$ cat config.mk
export PLATFORM = sky130hd
export DESIGN_NAME = pmas_queue
export DESIGN_NICKNAME = d
export VERILOG_FILES = /design/src/hw/rtl/pmas_pkg.sv /design/src/hw/rtl/pmas_queue.sv
export SDC_FILE = /design/constraint.sdc
export NUM_CORES = 1
export LEC_CHECK = 0
export ABC_CLOCK_PERIOD_IN_PS = 7500
export BUFFER_PORTS_ARGS = -buffer_cell sky130_fd_sc_hd__buf_4
export CAP_MARGIN = 40
export CELL_PAD_IN_SITES_DETAIL_PLACEMENT = 0
export CELL_PAD_IN_SITES_GLOBAL_PLACEMENT = 1
export CORE_ASPECT_RATIO = 1.4
export CORE_UTILIZATION = 54
export DETAILED_ROUTE_END_ITERATION = 10
export PLACE_DENSITY = 0.82
export SETUP_SLACK_MARGIN = 0.1
export SYNTH_ARGS = -nofsm -noshare
export SYNTH_HDL_FRONTEND = slang
export SYNTH_SLANG_ARGS = --single-unit
$ cat constraint.sdc
create_clock -name clk -period 7.5 [get_ports clk]
set_input_delay 0.75 -clock clk [delete_from_list [all_inputs] [get_ports clk]]
set_output_delay 0.75 -clock clk [all_outputs]
set_load 0.005 [all_outputs]
$ cat src/hw/rtl/pmas_pkg.sv
`default_nettype none

package pmas_pkg;

	localparam int FIELD_BITS  = 16;
	localparam int QUEUE_DEPTH = 4;

	typedef struct packed {
		logic signed [FIELD_BITS-1:0] x_coord;
		logic signed [FIELD_BITS-1:0] y_coord;
		logic                         last_point;
	} point_in_t;

	typedef struct packed {
		logic signed [FIELD_BITS-1:0] x_out;
		logic signed [FIELD_BITS-1:0] y_out;
		logic                         last_out;
		logic                         overflowed;
	} point_out_t;

	typedef enum logic [1:0] {
		RANK_LOWER = 2'd0,
		RANK_ZERO  = 2'd1,
		RANK_UPPER = 2'd2,
		RANK_PI    = 2'd3
	} rank_t;

	typedef struct packed {
		logic full;
		logic empty;
	} q_status_t;

endpackage

`default_nettype wire

$ cat src/hw/rtl/pmas_queue.sv
`default_nettype none

module pmas_queue #(
	parameter int WIDTH = 67
) (
	input  logic                clk,
	input  logic                arst_n,
	input  logic                push,
	input  logic [WIDTH-1:0]    entry,
	input  logic                pop,
	output logic [WIDTH-1:0]    head,
	output pmas_pkg::q_status_t q_status
);
	import pmas_pkg::*;

	localparam int PTRW = (QUEUE_DEPTH > 1) ? $clog2(QUEUE_DEPTH) : 1;
	localparam int CNTW = $clog2(QUEUE_DEPTH + 1);

	logic [WIDTH-1:0] slots_q [QUEUE_DEPTH];
	logic [PTRW-1:0]  wr_q;
	logic [PTRW-1:0]  rd_q;
	logic [CNTW-1:0]  count_q;

	assign head           = slots_q[rd_q];
	assign q_status.full  = count_q == CNTW'(QUEUE_DEPTH);
	assign q_status.empty = count_q == '0;

	always_ff @(posedge clk or negedge arst_n) begin
		if (!arst_n) begin
			wr_q    <= '0;
			rd_q    <= '0;
			count_q <= '0;
		end else begin
			if (push) begin
				wr_q <= (wr_q == PTRW'(QUEUE_DEPTH - 1)) ? '0 : wr_q + 1'b1;
			end
			if (pop) begin
				rd_q <= (rd_q == PTRW'(QUEUE_DEPTH - 1)) ? '0 : rd_q + 1'b1;
			end
			if (push && !pop) begin
				count_q <= count_q + 1'b1;
			end else if (pop && !push) begin
				count_q <= count_q - 1'b1;
			end
		end
	end

	always_ff @(posedge clk) begin
		if (push) begin
			slots_q[wr_q] <= entry;
		end
	end

endmodule

`default_nettype wire

# After elaboration in Yosys (flattened, before gate mapping)
# Memories as Yosys holds them, arrays and structs flattened.
# Index checks and enable logic that the tools add are counted.
# op_classes
n_reduce_logical	6
n_addsub	4
mux	6
n_eq_ne	3
# op_table
op	count
3-bit two-way mux	2
2-bit by 1-bit adder with 2-bit output, second input constant	2
2-bit == test, second input constant	2
2-bit two-way mux	2
3-bit by 1-bit adder with 3-bit output, second input constant	1
3-bit == test, second input constant	1
3-bit zero test	1
3-bit by 1-bit subtractor with 3-bit output, second input constant	1
1-bit logical AND	2
1-bit zero test	2
1-bit two-way mux	2
2-bit nonzero test	1
# word_totals
ramBits	268
inputBits	71
regBits	7
memories	1
# mem_list
memory	depth	word_bits	rd	rd_clocked_by_memory_dff	write_ports	line	text
slots_q	4	67	1	0	1	pmas_queue.sv:19	logic [WIDTH-1:0] slots_q [QUEUE_DEPTH];

# Longest topological paths before layout
# depth
ltp_word	4
mapped_depth	7
mapped_depth_nobuf	7

# Least setup slack after synthesis
# No wires, ideal clock.
# synth_timing
path_type	input to register
start	input push
end	memory slots_q[0][0] (enable)
arrival_ps	2323
path_buffers	0
stages	1
setup_ps	432
slack_ps	4745
path_cell_list	and2_1
# synth_via
elab_chain_len	2
# synth_rtl
element	line	text
start, declared	pmas_queue.sv:8	input logic push,
1-bit two-way mux	pmas_queue.sv:49	if (push) begin
1-bit two-way mux (implied by the code)	pmas_queue.sv:50	slots_q[wr_q] <= entry;
end, declared	pmas_queue.sv:19	
# Every way passes these cells.

# Final worst setup path
# layout_timing
start	register rd_q[0]
end	output head[5]
# layout_via
elab_chain_len	1
# layout_rtl
element	line	text
start, declared	pmas_queue.sv:21	logic [PTRW-1:0] rd_q;
start signal, assigned	pmas_queue.sv:38	rd_q <= (rd_q == PTRW'(QUEUE_DEPTH - 1)) ? '0 : rd_q + 1'b1;
memory read 4 x 67 bit	-	
end, declared	pmas_queue.sv:11	output logic [WIDTH-1:0] head,
# Every way passes these cells.

==> impl_metrics.csv <==
group,metric,value,unit
status,outcome,"finished clean",
final_layout,area.sequential,8230,um2
clock_network,cts_buffers,25,
final_layout,multi_input_area,1740,um2
routing,vias,4433,
routing,firstDrtPassIters,4,
global_route,grt_util_all_layers,0.1831,
floorplanning,coreArea,18140,um2
routing,wire_per_inst,21.29,um
logic_synthesis,synth_top_family_by_area,"multiplexers",
floorplanning,placementRows,58,
timing,rsz0062_at_grt,"no",
flow_run,max_cap_violations,0,
routing,drtIter0Drc,346,
worst_setup_path,cpMaxStageDelayCell,"dfrtp_4",
logic_synthesis,ys_ff_latch,275,
logic_synthesis,synth_area,10090,um2
routing,viasPerCell,5.514,
pwr,power.density,369.2,nW/um2
worst_setup_path,cp-start-kind,"flip-flop",
logic_synthesis,yosys_warnings,0,
worst_setup_path,path_cells,"buf_4 -> buf_12 -> mux4_2 -> buf_4",
floorplanning,initial_core_util,0.5563,
final_layout,fillers,1175,
worst_setup_path,cp.buffers_inverters,3,
timing,fin_hold_ws,0.04599,ns
logic_synthesis,synth-compound-area-share,0.0009917,
timing,slew_headroom,0.6489,
logic_synthesis,synth.avg_cell_area,26.01,um2
worst_setup_path,cp_max_fo,25,
worst_setup_path,path_class,"reg2out",
worst_setup_path,r2r_cells,4,
floorplanning,die_y,163.8,um
routing,drt-total-wl,17.12,mm
pwr,fin_total_pwr,4505,uW
logic_synthesis,synth_seq_area_share,0.8147,
timing,final_max_slew_viol_count,0,
global_route,grt_pass1_vias,4725,
logic_synthesis,muxShareOfSynthArea,0.1528,
pwr,power.leakage,0.004176,uW
worst_setup_path,cp_top_family,"buffers and inverters",
place,dpl.hpwl,10.45,mm
logic_synthesis,synth_simple_gate_area_frac,0.005578,
pwr,peakVddDrop,0.3943,mV
pwr,sequentialPowerShare,0.467,
place,gp_congestion,0.7172,
clock_network,root_buffer,"clkbuf_16",
clock_network,cts_max_level,1,
timing,finalCritPeriodShare,0.4692,
worst_setup_path,worst_r2r_endpoint,"slots_q[2][59]",
place,placed_cell_area,11460,um2
pwr,switching_power,1165,uW
final_layout,syn_to_final_growth,20.89,%
final_layout,design_area,12200,um2
logic_synthesis,syn_nets,466,
logic_synthesis,syn_inst,388,
worst_setup_path,endpoint_kind,"output port",
logic_synthesis,synthAdderAreaFrac,0.009421,
worst_setup_path,path_depth,4,
worst_setup_path,worst-endpoint-required,6.75,ns
worst_setup_path,arrival,2.77,ns
global_route,grt_pass1_wl,26.48,mm
clock_network,cts_tree,"done",
timing,worstMarginPinSlew,0.5266,ns
final_layout,nets,623,
pwr,pwr-share-comb,0.279,
pwr,p_clk_frac,0.255,
final_layout,drive_above_1_share,0.4502,
clock_network,clk_path_buf_depth,3,
pwr,swShare,0.2585,
worst_hold_path,hp-class,"in2async",
clock_network,cts_setup_buffers,0,
place,port_buffers,139,
pwr,p_int,3340,uW
floorplanning,pin_count,140,
routing,drc,0,
clock_network,clk_latency,0.50,ns
timing,fin_skew,0.007528,ns
timing,hold_viol,0,
global_route,overflow,0,
clock_network,cts.sinks,275,
routing,ant_nets,0,
timing,period_needed,3.519,ns
logic_synthesis,ys_types,20,
global_route,grt_max_degree,40,
clock_network,clk_pin_slew,0.06,ns
floorplanning,die_x,117.5,um
logic_synthesis,synth_xor_area_frac,0.002603,
timing,fmax,284.2,MHz
worst_setup_path,max_stage_delay,0.70,ns
worst_setup_path,reg2reg_slack,5.68,ns
global_route,grt_antenna_before_repair,2,
place,dpl.cell_count,758,
final_layout,final_cells,804,
clock_network,ctsHoldBuffers,0,
worst_setup_path,crit_path_frequent_cell,"buf_4",
timing,setup_viol,0,
clock_network,cts_resized,0,
timing,fin_setup_tns,0,ns
floorplanning,die-area,19250,um2
worst_setup_path,worstReg2RegStart,"wr_q[0]",
==> registers in the layout, indices dropped and copies added, names as in the netlist <==
register and count:
slots_q 268, count_q 3, rd_q 2, wr_q 2
==> power groups by stage <==
stage               combinational (uW)  sequential, uW  clock [uW]
CTS                               1290            2110        1170
finish                            1260            2100        1150
detailed placement                1290            2140           0
global placement                  1190            2170           0
floorplan                          781            2060           0
global route                      1350            2130        1230
==> cells in the final DEF, fill, tap and decap left out <==
cell	instances
edfxtp_1	268
buf_4	140
mux4_2	67
clkbuf_16	25
clkinv_1	10
ha_1	6
dfrtp_1	5
buf_12	5
inv_1	4
and2_4	4
clkinv_2	4
mux2_2	3
nor2_1	3
clkbuf_1	3
diode_2	2
nand2_1	2
o21ai_0	2
xor2_1	2
dfrtp_4	2
nor3b_1	1
nor3_1	1
xnor2_1	1
fa_1	1
clkinvlp_4	1
bufinv_16	1
buf_16	1
==> worst reg2reg max path, cell delays in order (launching register included) <==
cell	delay (ns)
dfrtp_1	0.42
inv_1	0.12
ha_1	0.16
and2_4	0.48
buf_12	0.31
==> cell usage after synthesis <==
cell	n	area (um2)
edfxtp_1	268	8048
mux4_2	67	1509
dfrtp_1	7	175.2
ha_1	6	75.07
buf_2	5	25.02
buf_4	5	37.54
and2_1	4	25.02
inv_1	4	15.01
clkbuf_1	3	11.26
mux2_2	3	33.78
nor2_1	3	11.26
buf_12	2	40.04
nand2_1	2	7.510
o21ai_0	2	10.01
xor2_1	2	17.52
buf_6	1	11.26
fa_1	1	20.02
nor3_1	1	5.000
nor3b_1	1	7.510
xnor2_1	1	8.760
==> how the worst max path moves through the flow <==
stage | from | endpoint
3_5_place_dp | rd_q[0] | head[14]
6_report | rd_q[0] | head[5]
5_1_grt | rd_q[0] | head[14]
2_1_floorplan | push | slots_q[0][0]
4_1_cts | rd_q[0] | head[14]
3_3_place_gp | rd_q[0] | head[14]
==> final cells by class <==
cell class | instances | share of cell area
Sequential cell | 275 | 0.6745
Multi-Input combinational cell | 93 | 0.1426
Timing Repair Buffer | 146 | 0.09660
Clock buffer | 28 | 0.05219
Tap cell | 240 | 0.02461
Clock inverter | 16 | 0.007793
Inverter | 4 | 0.001231
Antenna cell | 2 | 0.0004102
==> metrics by stage <==
step / util / setup slack (ns)
3_3_place_gp: 0.6249 / 4.308
5_1_grt: 0.6723 / 3.745
6_report: 0.6726 / 3.981
4_1_cts: 0.6723 / 3.871
2_1_floorplan: - / 4.745
3_5_place_dp: 0.6319 / 4.413
==> layer usage <==
layer | vias to the layer above | wire length (um) | global-route usage
met1 | 2295 | 6805 | 0.2380
met5 | - | 0 | 0
met3 | 36 | 917 | 0.03299
li1 | 1971 | - | -
met2 | 131 | 8888 | 0.3152
met4 | 0 | 507 | 0.06410
==> cells by family (layout without fill, tap and decap cells) <==
kind of cell / after synthesis / in the layout
flops: 275 / 275
mux: 70 / 70
buf+inv: 20 / 194
simple gates: 11 / 11
fa+ha+maj: 7 / 7
xor+xnor: 3 / 3
compound gates: 2 / 2
other cells: 0 / 2
No activity file was read; power rests on OpenSTA's default activity.
