### src/hw/rtl/pmas_pkg.sv
`default_nettype none

package pmas_pkg;

	localparam int FIELD_BITS  = 16;
	localparam int QUEUE_DEPTH = 4;

	typedef struct packed {
		logic signed [FIELD_BITS-1:0] x_coord;
		logic signed [FIELD_BITS-1:0] y_coord;
		logic                         last_point;
	} point_in_t;

	typedef struct packed {
		logic signed [FIELD_BITS-1:0] x_out;
		logic signed [FIELD_BITS-1:0] y_out;
		logic                         last_out;
		logic                         overflowed;
	} point_out_t;

	typedef enum logic [1:0] {
		RANK_LOWER = 2'd0,
		RANK_ZERO  = 2'd1,
		RANK_UPPER = 2'd2,
		RANK_PI    = 2'd3
	} rank_t;

	typedef struct packed {
		logic full;
		logic empty;
	} q_status_t;

endpackage

`default_nettype wire

### src/hw/rtl/pmas_front.sv
`default_nettype none

module pmas_front #(
	parameter int CW = 16
) (
	input  logic                  clk,
	input  logic                  arst_n,
	input  logic                  point_valid,
	output logic                  point_stall,
	input  pmas_pkg::point_in_t   point,
	input  pmas_pkg::q_status_t   q_status,
	output logic                  push,
	output logic [4*CW+2:0]       entry
);
	import pmas_pkg::*;

	localparam int EW = (CW > FIELD_BITS) ? CW : FIELD_BITS;

	logic [EW-1:0]          ext_x;
	logic [EW-1:0]          ext_y;
	logic signed [CW-1:0]   px;
	logic signed [CW-1:0]   py;
	logic signed [2*CW-1:0] sq_x;
	logic signed [2*CW-1:0] sq_y;
	logic [2*CW-1:0]        mag;
	rank_t                  rank;
	logic                   accept;

	logic                   valid_s1;
	logic signed [CW-1:0]   x_s1;
	logic signed [CW-1:0]   y_s1;
	logic [2*CW-1:0]        mag_s1;
	rank_t                  rank_s1;
	logic                   last_s1;

	assign ext_x = EW'($unsigned(point.x_coord));
	assign ext_y = EW'($unsigned(point.y_coord));
	assign px    = signed'(ext_x[CW-1:0]);
	assign py    = signed'(ext_y[CW-1:0]);
	assign sq_x  = px * px;
	assign sq_y  = py * py;
	assign mag   = $unsigned(sq_x) + $unsigned(sq_y);

	always_comb begin
		if (py < 0) begin
			rank = RANK_LOWER;
		end else if (py == 0) begin
			rank = (px >= 0) ? RANK_ZERO : RANK_PI;
		end else begin
			rank = RANK_UPPER;
		end
	end

	assign point_stall = valid_s1 && q_status.full;
	assign accept      = point_valid && !point_stall;
	assign push        = valid_s1 && !q_status.full;
	assign entry       = {last_s1, rank_s1, mag_s1, y_s1, x_s1};

	always_ff @(posedge clk or negedge arst_n) begin
		if (!arst_n) begin
			valid_s1 <= 1'b0;
		end else if (accept) begin
			valid_s1 <= 1'b1;
		end else if (push) begin
			valid_s1 <= 1'b0;
		end
	end

	always_ff @(posedge clk) begin
		if (accept) begin
			x_s1    <= px;
			y_s1    <= py;
			mag_s1  <= mag;
			rank_s1 <= rank;
			last_s1 <= point.last_point;
		end
	end

endmodule

`default_nettype wire

### config.mk
export PLATFORM = sky130hd
export DESIGN_NAME = pmas_front
export DESIGN_NICKNAME = d
export VERILOG_FILES = /design/src/hw/rtl/pmas_pkg.sv /design/src/hw/rtl/pmas_front.sv
export SDC_FILE = /design/constraint.sdc
export NUM_CORES = 1
export LEC_CHECK = 0
export ABC_AREA = 1
export BUFFER_PORTS_ARGS = -buffer_cell sky130_fd_sc_hd__buf_2
export CAP_MARGIN = 10
export CORE_UTILIZATION = 50
export CTS_CLUSTER_DIAMETER = 50
export DETAILED_ROUTE_END_ITERATION = 6
export HOLD_SLACK_MARGIN = 0.1
export PLACE_DENSITY = 0.64
export RECOVER_POWER = 50
export SLEW_MARGIN = 10
export SYNTH_ARGS = -nofsm -noshare
export SYNTH_HDL_FRONTEND = slang
export SYNTH_SLANG_ARGS = --single-unit
### constraint.sdc
create_clock -name clk -period 8.2 [get_ports clk]
set_input_delay 0.82 -clock clk [delete_from_list [all_inputs] [get_ports clk]]
set_output_delay 0.82 -clock clk [all_outputs]
set_load 0.05 [all_outputs]
# ---- After elaboration in Yosys (flattened, before gate mapping)
# Cells that the tools add are included.
dict set report op_classes {
  muxes 4
  n_addsub 1
  n_bitwise 1
  n_mul 2
  n_reduce_logical 8
  n_lt_le_gt_ge 2
}
# op count
set ops {}
lappend ops {{$mul A16 B16 Y32} 2}
lappend ops {{$add A32 B32 Y32} 1}
lappend ops {{$logic_not A32 Y1} 1}
lappend ops {{$ge A16 B1 Y1 const B} 1}
lappend ops {{$lt A16 B1 Y1 const B} 1}
lappend ops {{$mux W2} 2}
lappend ops {{$logic_and A1 B1 Y1} 3}
lappend ops {{$logic_not A1 Y1} 2}
lappend ops {{$mux W1} 2}
lappend ops {{$reduce_bool A2 Y1} 1}
lappend ops {{$reduce_or A2 Y1} 1}
lappend ops {{$not A1 Y1} 1}
dict set report totals {
  out_inout_bits 69
  inputBits 38
  wordCells 25
  register_bits 68
}

# ---- Depth between registers and ports, before layout
# Gate-level depths: netlist of run 1.
dict set report depth {
  ltp_word 4
  mapped_depth 32
  mapped_depth_nobuf 30
}

# ---- Least setup slack after synthesis of run 1
# No wires, ideal clock.
dict set report synth_path {
  kind {input-to-reg}
  startpoint {in point[16] in the netlist's numbering}
  endpoint {reg mag_s1[31] (data pin)}
  setup_ps 252
  arrival_ps 7099
  path_stages 25
  required_ps 7948
  path_slack_ps 849
  n_path_buf 2
  path_cell_list {clkbuf_1 -> buf_1 -> nand2_1 -> fa_1 -> inv_1 -> fa_1 -> inv_1 -> fa_1 -> inv_1 -> fa_1 -> fa_1 -> fa_1 -> fa_1 -> inv_1 -> fa_1 -> inv_1 -> ha_1 -> nand2_2 -> o21ai_1 -> a21oi_1 -> or2_1 -> nand3_1 -> inv_1 -> nand2_1 -> nand2_1}
}
dict set report synth_between {
  elab_chain_cells 2
}
# item line_no
set synth_lines {}
lappend synth_lines {{start: declaration} pmas_front.sv:10} ;# input pmas_pkg::point_in_t point,
lappend synth_lines {{$mul A16 B16 Y32} pmas_front.sv:41} ;# assign sq_y = py * py;
lappend synth_lines {{$add A32 B32 Y32} pmas_front.sv:42} ;# assign mag = $unsigned(sq_x) + $unsigned(sq_y);
lappend synth_lines {{named net mag[31]} pmas_front.sv:25} ;# logic [2*CW-1:0] mag;
lappend synth_lines {{end signal: assignment} pmas_front.sv:73} ;# mag_s1 <= mag;
lappend synth_lines {{end: declaration} pmas_front.sv:32} ;# logic [2*CW-1:0] mag_s1;
# The timed path passes the listed nets, and every way through them passes these cells.
# A chain may end at the register's enable or synchronous reset.

# ---- Worst setup path in the final report of run 1
dict set report layout_path {
  startpoint {in point[3] in the netlist's numbering}
  endpoint {reg mag_s1[31] (data pin)}
}
# Same word-level chain as after synthesis.

==> results of run 1 <==
## metrics by stage
stage	setup slack [ns]	util	instances	hold slack [ns]	instance area (sq um)
floorplan	0.849	-	2217	0.456	20400
global placement	0.311	0.539	2811	0.467	21500
detailed placement	0.283	0.539	2811	0.485	21500
CTS	0.673	0.549	2826	0.189	21900
global route	0.142	0.546	2826	0.196	21800
finish	0.379	0.546	2827	0.208	21800
## sequential cells by signal, indices dropped and copies added (netlist names)
name	flops
mag_s1	32
x_s1	16
y_s1	16
rank_s1	2
last_s1	1
valid_s1	1
## path summary, 6_finish.rpt
check / start / to / slack (ns) / depth (start not counted)
hold reg to reg: valid_s1$_DFFE_PN0P_ / valid_s1$_DFFE_PN0P_ / 0.49 / 2
setup reg to reg: valid_s1$_DFFE_PN0P_ / x_s1[9]$_DFFE_PP_ / 5.46 / 4
setup / recovery: point[3] / mag_s1[31]$_DFFE_PP_ / 0.38 / 26
min in group clk: valid_s1$_DFFE_PN0P_ / valid_s1$_DFFE_PN0P_ / 0.49 / 2
hold / removal: arst_n / valid_s1$_DFFE_PN0P_ / 0.21 / 1
max in group asynchronous: arst_n / valid_s1$_DFFE_PN0P_ / 7.91 / 1
## cells in the final DEF, fill, tap and decap left out, types with 2 or more instances in the layout
cell and instances:
buf_2 41, a21o_1 6, o21ai_2 3, ha_1 146
nand2_2 6, nand3_1 20, o21bai_1 4, nor2_1 67
o31ai_1 2, inv_2 9, inv_1 792, a21oi_2 4
a21oi_1 32, bufinv_16 4, buf_4 26, or2_2 4
nor3_1 9, o21ai_0 13, clkbuf_1 69, nand4_1 8
xnor2_1 8, nand2_1 373, clkbuf_16 9, nor2_2 4
fa_1 522, edfxtp_1 67, clkinv_4 2, o21ai_1 4
xor2_1 27, nand3b_1 6, nor4_2 2
## final cells by class
class                           instances  area, sq um
Fill cell                            3637        18100
Multi-Input combinational cell       1281        15100
Inverter                              801         3010
Sequential cell                        68         2040
Timing Repair Buffer                  136          659
Tap cell                              525          657
Clock buffer                            9          225
Clock inverter                          6          138
Antenna cell                            1         2.50
## cells by family after synthesis
logic type | Yosys count | synth area share
compound gates | 73 | 0.0214
xor+xnor | 35 | 0.0151
fa+ha+maj | 668 | 0.603
buf+inv | 868 | 0.160
flops | 68 | 0.100
other cells | 1 | 0.000184
simple gates | 504 | 0.100
## routing by layer
layer	GRT usage	vias to the layer above
li1	-	6334
met1	0.338	6965
met2	0.422	420
met3	0.0480	79
met4	0.0846	0
met5	0	-
## worst max-delay path, delay by kind of cell
kind                     cells  cell delay [ns]
AND/OR/NAND/NOR              9             1.48
buffers and inverters        8             1.27
adder cells (fa/ha/maj)      9             4.39
==> reports/qor.txt, run 1 <==
Die area: 41500 sq um
Outcome: finished clean
Grt total ovfl: 0
WL final: 48000 microns
Total Routing Usage GR: 0.255
Clock skew: 0.0134 ns
WS Path Type: input pin to flip-flop
Max Used Layer: met4
Main flop type after synthesis: edfxtp_1
Ys Warns: 0
First-pass GRT wire length: 80400 microns
Clk Latency, worst-skew pair: 0.39 ns
DRC: 0
Root buffer cell: clkbuf_16
Min Tclk post-route: 7.82 ns
Seq cells post-synth: 68
Initial antenna violation count: 0
I/O pin count: 107
Port Buffer Count: 105
Die Ht: 204 microns
CP dominant cell by count: fa_1
Core area: 39900 sq um
Post-synth EDFFs: 67
Wire length on met3: 3230 microns
Met2 WL: 23200 microns
Max-slew violations: 0
Cts repair resizes: 0
Fin nets: 3003
Tcrit/Tclk final: 0.954
Via density: 4.88
Post-Syn Area: 20400 sq um
Total negative slack: 0 ns
Row count: 73
Clock buffer depth: 2
Area Growth Syn to Fin: 6.99%
Vias in the first global route: 15600
Synth top area share: 0.513
Min-delay worst type: input pin to async pin
DP HPWL: 42200 microns
DRT met1 WL: 20200 microns
Biggest cell delay along the critical path: 0.76 ns
Fin. Hold Viols: 0
RSZ-0062 raised after global routing: no
Cells after Synth: 2217
GPL Wtd Cong: 0.914
Max-cap violations: 0
Post-synthesis cell type count: 42
DR vias: 13800
Layout cells sized above 1: 0.0513
ANT nets after route: 0
Slew headroom: 0.0540
Syn_nets: 2923
Top-count cell post-synth: inv_1
Per-cell routed wire length: 17.0 microns
Largest area contributor in the netlist: fa_1
Leading post-synthesis cells by cell area: fa_1 (51%), inv_1 (15%), edfxtp_1 (9.9%)
Avg Inst Size Synth: 9.19 sq um
Required @ worst endpoint: 8.35 ns
Asr flop ratio synth: 0.0147
Starting Density: 0.510
Critical-path maximum fanout: 18
Synth top cells by count: inv_1 (792), fa_1 (522), nand2_1 (373)
CP Launch Type: input pin
Worst-margin pin slew: 1.41 ns
Worst-path clk slew: 0.07 ns
Post-synthesis sequential area ratio: 0.100
Largest net degree at the start of global routing: 54
Clock sinks: 68
Drt first-iter violations: 721
Die Wd: 204 microns
CTS Hold Bufs: 0
Postcts setup bufs: 0
Final setup fails: 0
Critical Path End Type: flip-flop
Slowest cell on crit path: clkbuf_1
CTS tree: yes
First drt pass iteration count: 5
Fmax: 128 MHz
CP arrival: 7.97 ns
H-tree lvl count: 3
Inserted Clock Buffers: 9
Power of run 1 is left out: the tool's default activity adds up to more than one toggle a clock period on the data nets, which glitch-free logic cannot reach.
==> run 2: changes to the inputs <==
- CORE_ASPECT_RATIO: unset -> 1.4
- RECOVER_POWER: 50 -> unset
==> run 2 against run 1 <==
Effect of this change:
- utilization decreased by 0.34 points
- sequential cell count unchanged
- critical path type unchanged
- fmax increased by 4.2%
- final cell count increased by 0.32%
- die area about the same
- via count increased by 1.3%
- design area increased by 0.28%
- count of clock-buffer cells in the layout increased by 2
- hold slack improved by 0.018 ns
- register-to-register slack improved by 1.0 ns
- global-route usage increased by 0.40 points
- first-iteration DRC count decreased by 20%
- highest routed layer unchanged
==> reports/qor.txt, run 2 (synthesized netlist as in run 1, its figures left out) <==
Min-delay worst type: input pin to async pin
Clock buffer depth: 2
First-pass GRT wire length: 81100 microns
Pre-CTS setup slack: 0.364 ns
Most common cell after layout, fill and taps aside: inv_1
CP Launch Type: input pin
WL final: 49200 microns
Critical path cell sequence: buf_2 -> nand2_1 -> fa_1 -> inv_1 -> fa_1 -> fa_1 -> inv_1 -> fa_1 -> fa_1 -> inv_1 -> fa_1 -> inv_1 -> fa_1 -> fa_1 -> inv_1 -> ha_1 -> inv_2 -> nor3_1 -> nand2_1 -> or2_1 -> nand3_1 -> inv_1 -> nand2_1 -> nand2_1
Largest regs: mag_s1: 32 flops, x_s1: 16 flops, y_s1: 16 flops
Total Routing Usage GR: 0.259
Clock sinks: 68
First drt pass iteration count: 5
Max-slew violations: 0
Grt total ovfl: 0
Largest register by flop count: mag_s1
Per-cell routed wire length: 17.3 microns
CP arrival: 7.62 ns
Clock skew: 0.00411 ns
Row count: 87
Critical Path End Type: flip-flop
Biggest cell delay along the critical path: 0.68 ns
Cts repair resizes: 0
DRC: 0
Root buffer cell: clkbuf_16
Fin. Hold Viols: 0
Slowest cell on crit path: fa_1
Critical-path maximum fanout: 16
Die Wd: 173 microns
Via density: 4.93
RSZ-0062 raised after global routing: no
Largest net degree at the start of global routing: 68
Die area: 41600 sq um
DP HPWL: 43200 microns
Core area: 40300 sq um
Tcrit/Tclk final: 0.916
Crit path max-delay family: adder cells
H-tree lvl count: 3
Slew headroom: 0.382
Fmax: 133 MHz
Inserted Clock Buffers: 9
ANT nets after route: 0
Outcome: finished clean
GPL Wtd Cong: 0.916
CTS Hold Bufs: 0
Worst-path clk slew: 0.06 ns
Starting Density: 0.506
CP dominant cell by count: fa_1
Max reg flops: 32
Initial antenna violation count: 0
DP Area: 21500 sq um
Fin area: 21900 sq um
WS Path Type: input pin to flip-flop
Layout cells sized above 1: 0.0808
Final setup fails: 0
I/O pin count: 107
Setup slack after layout: 0.691 ns
Ant. Diodes: 0
Fin nets: 3003
CP bufs+invs: 8
Total negative slack: 0 ns
# fillers: 3753
Port Buffer Count: 105
Die Ht: 241 microns
DR vias: 14000
Worst-margin pin slew: 0.928 ns
Drt first-iter violations: 574
Fin cells: 2836
Required @ worst endpoint: 8.31 ns
Placed Cells incl. Taps: 2820
Vias in the first global route: 16300
Most frequent cells in the layout: inv_1 (792), fa_1 (522), nand2_1 (373)
Max-cap violations: 0
Min Tclk post-route: 7.51 ns
Postcts setup bufs: 0
Clk Latency, worst-skew pair: 0.36 ns
CTS tree: yes
Area Growth Syn to Fin: 7.29%
==> run 2: cell count changes in the layout (fill, tap and decap cells not counted), moves of 2 or more <==
cell       change
buf_4          +5
clkinv_4       -2
bufinv_16      -2
buf_2         +64
clkbuf_1      -67
==> run 2: per-layer routing <==
metal / up-vias / part of all wire / GRT usage
li1: 6318 / - / -
met1: 7195 / 0.32 / 0.249
met2: 321 / 0.59 / 0.528
met3: 149 / 0.026 / 0.0211
met4: 0 / 0.063 / 0.158
met5: - / 0 / 0
==> run 2: final timing paths <==
kind / startpoint / end / slack (ns) / depth (start not counted)
setup / recovery: point[16] / mag_s1[31]$_DFFE_PP_ / 0.69 / 24
hold reg to reg: valid_s1$_DFFE_PN0P_ / valid_s1$_DFFE_PN0P_ / 0.49 / 2
max in group asynchronous: arst_n / valid_s1$_DFFE_PN0P_ / 7.89 / 1
hold / removal: arst_n / valid_s1$_DFFE_PN0P_ / 0.23 / 1
setup reg to reg: valid_s1$_DFFE_PN0P_ / y_s1[12]$_DFFE_PP_ / 6.48 / 4
min in group clk: valid_s1$_DFFE_PN0P_ / valid_s1$_DFFE_PN0P_ / 0.49 / 2
==> run 2: area by class of cell <==
class / count / area [sq um] / area share
flip-flops and latches: 68 / 2040 / 0.0932
well taps: 534 / 668 / 0.0306
inverters: 801 / 3010 / 0.138
clock inverters: 5 / 76.3 / 0.00349
repair buffers: 136 / 758 / 0.0347
clock buffers: 11 / 233 / 0.0106
multi-input cells: 1281 / 15100 / 0.690
==> run 2: metrics by stage <==
step                      hold WS (ns)  utilization
final                            0.226        0.543
after global placement           0.467        0.535
after global routing             0.215        0.543
after CTS                        0.214        0.543
after detailed placement         0.484        0.535
after floorplan                  0.456            -
==> run 2: worst register-to-register path, stage by stage (launching register included) <==
cell	delay (ns)
dfrtp_1	0.38
nand2_1	0.08
inv_1	0.07
nor2_4	0.07
buf_4	0.72
Power of run 2 is left out for the same reason.
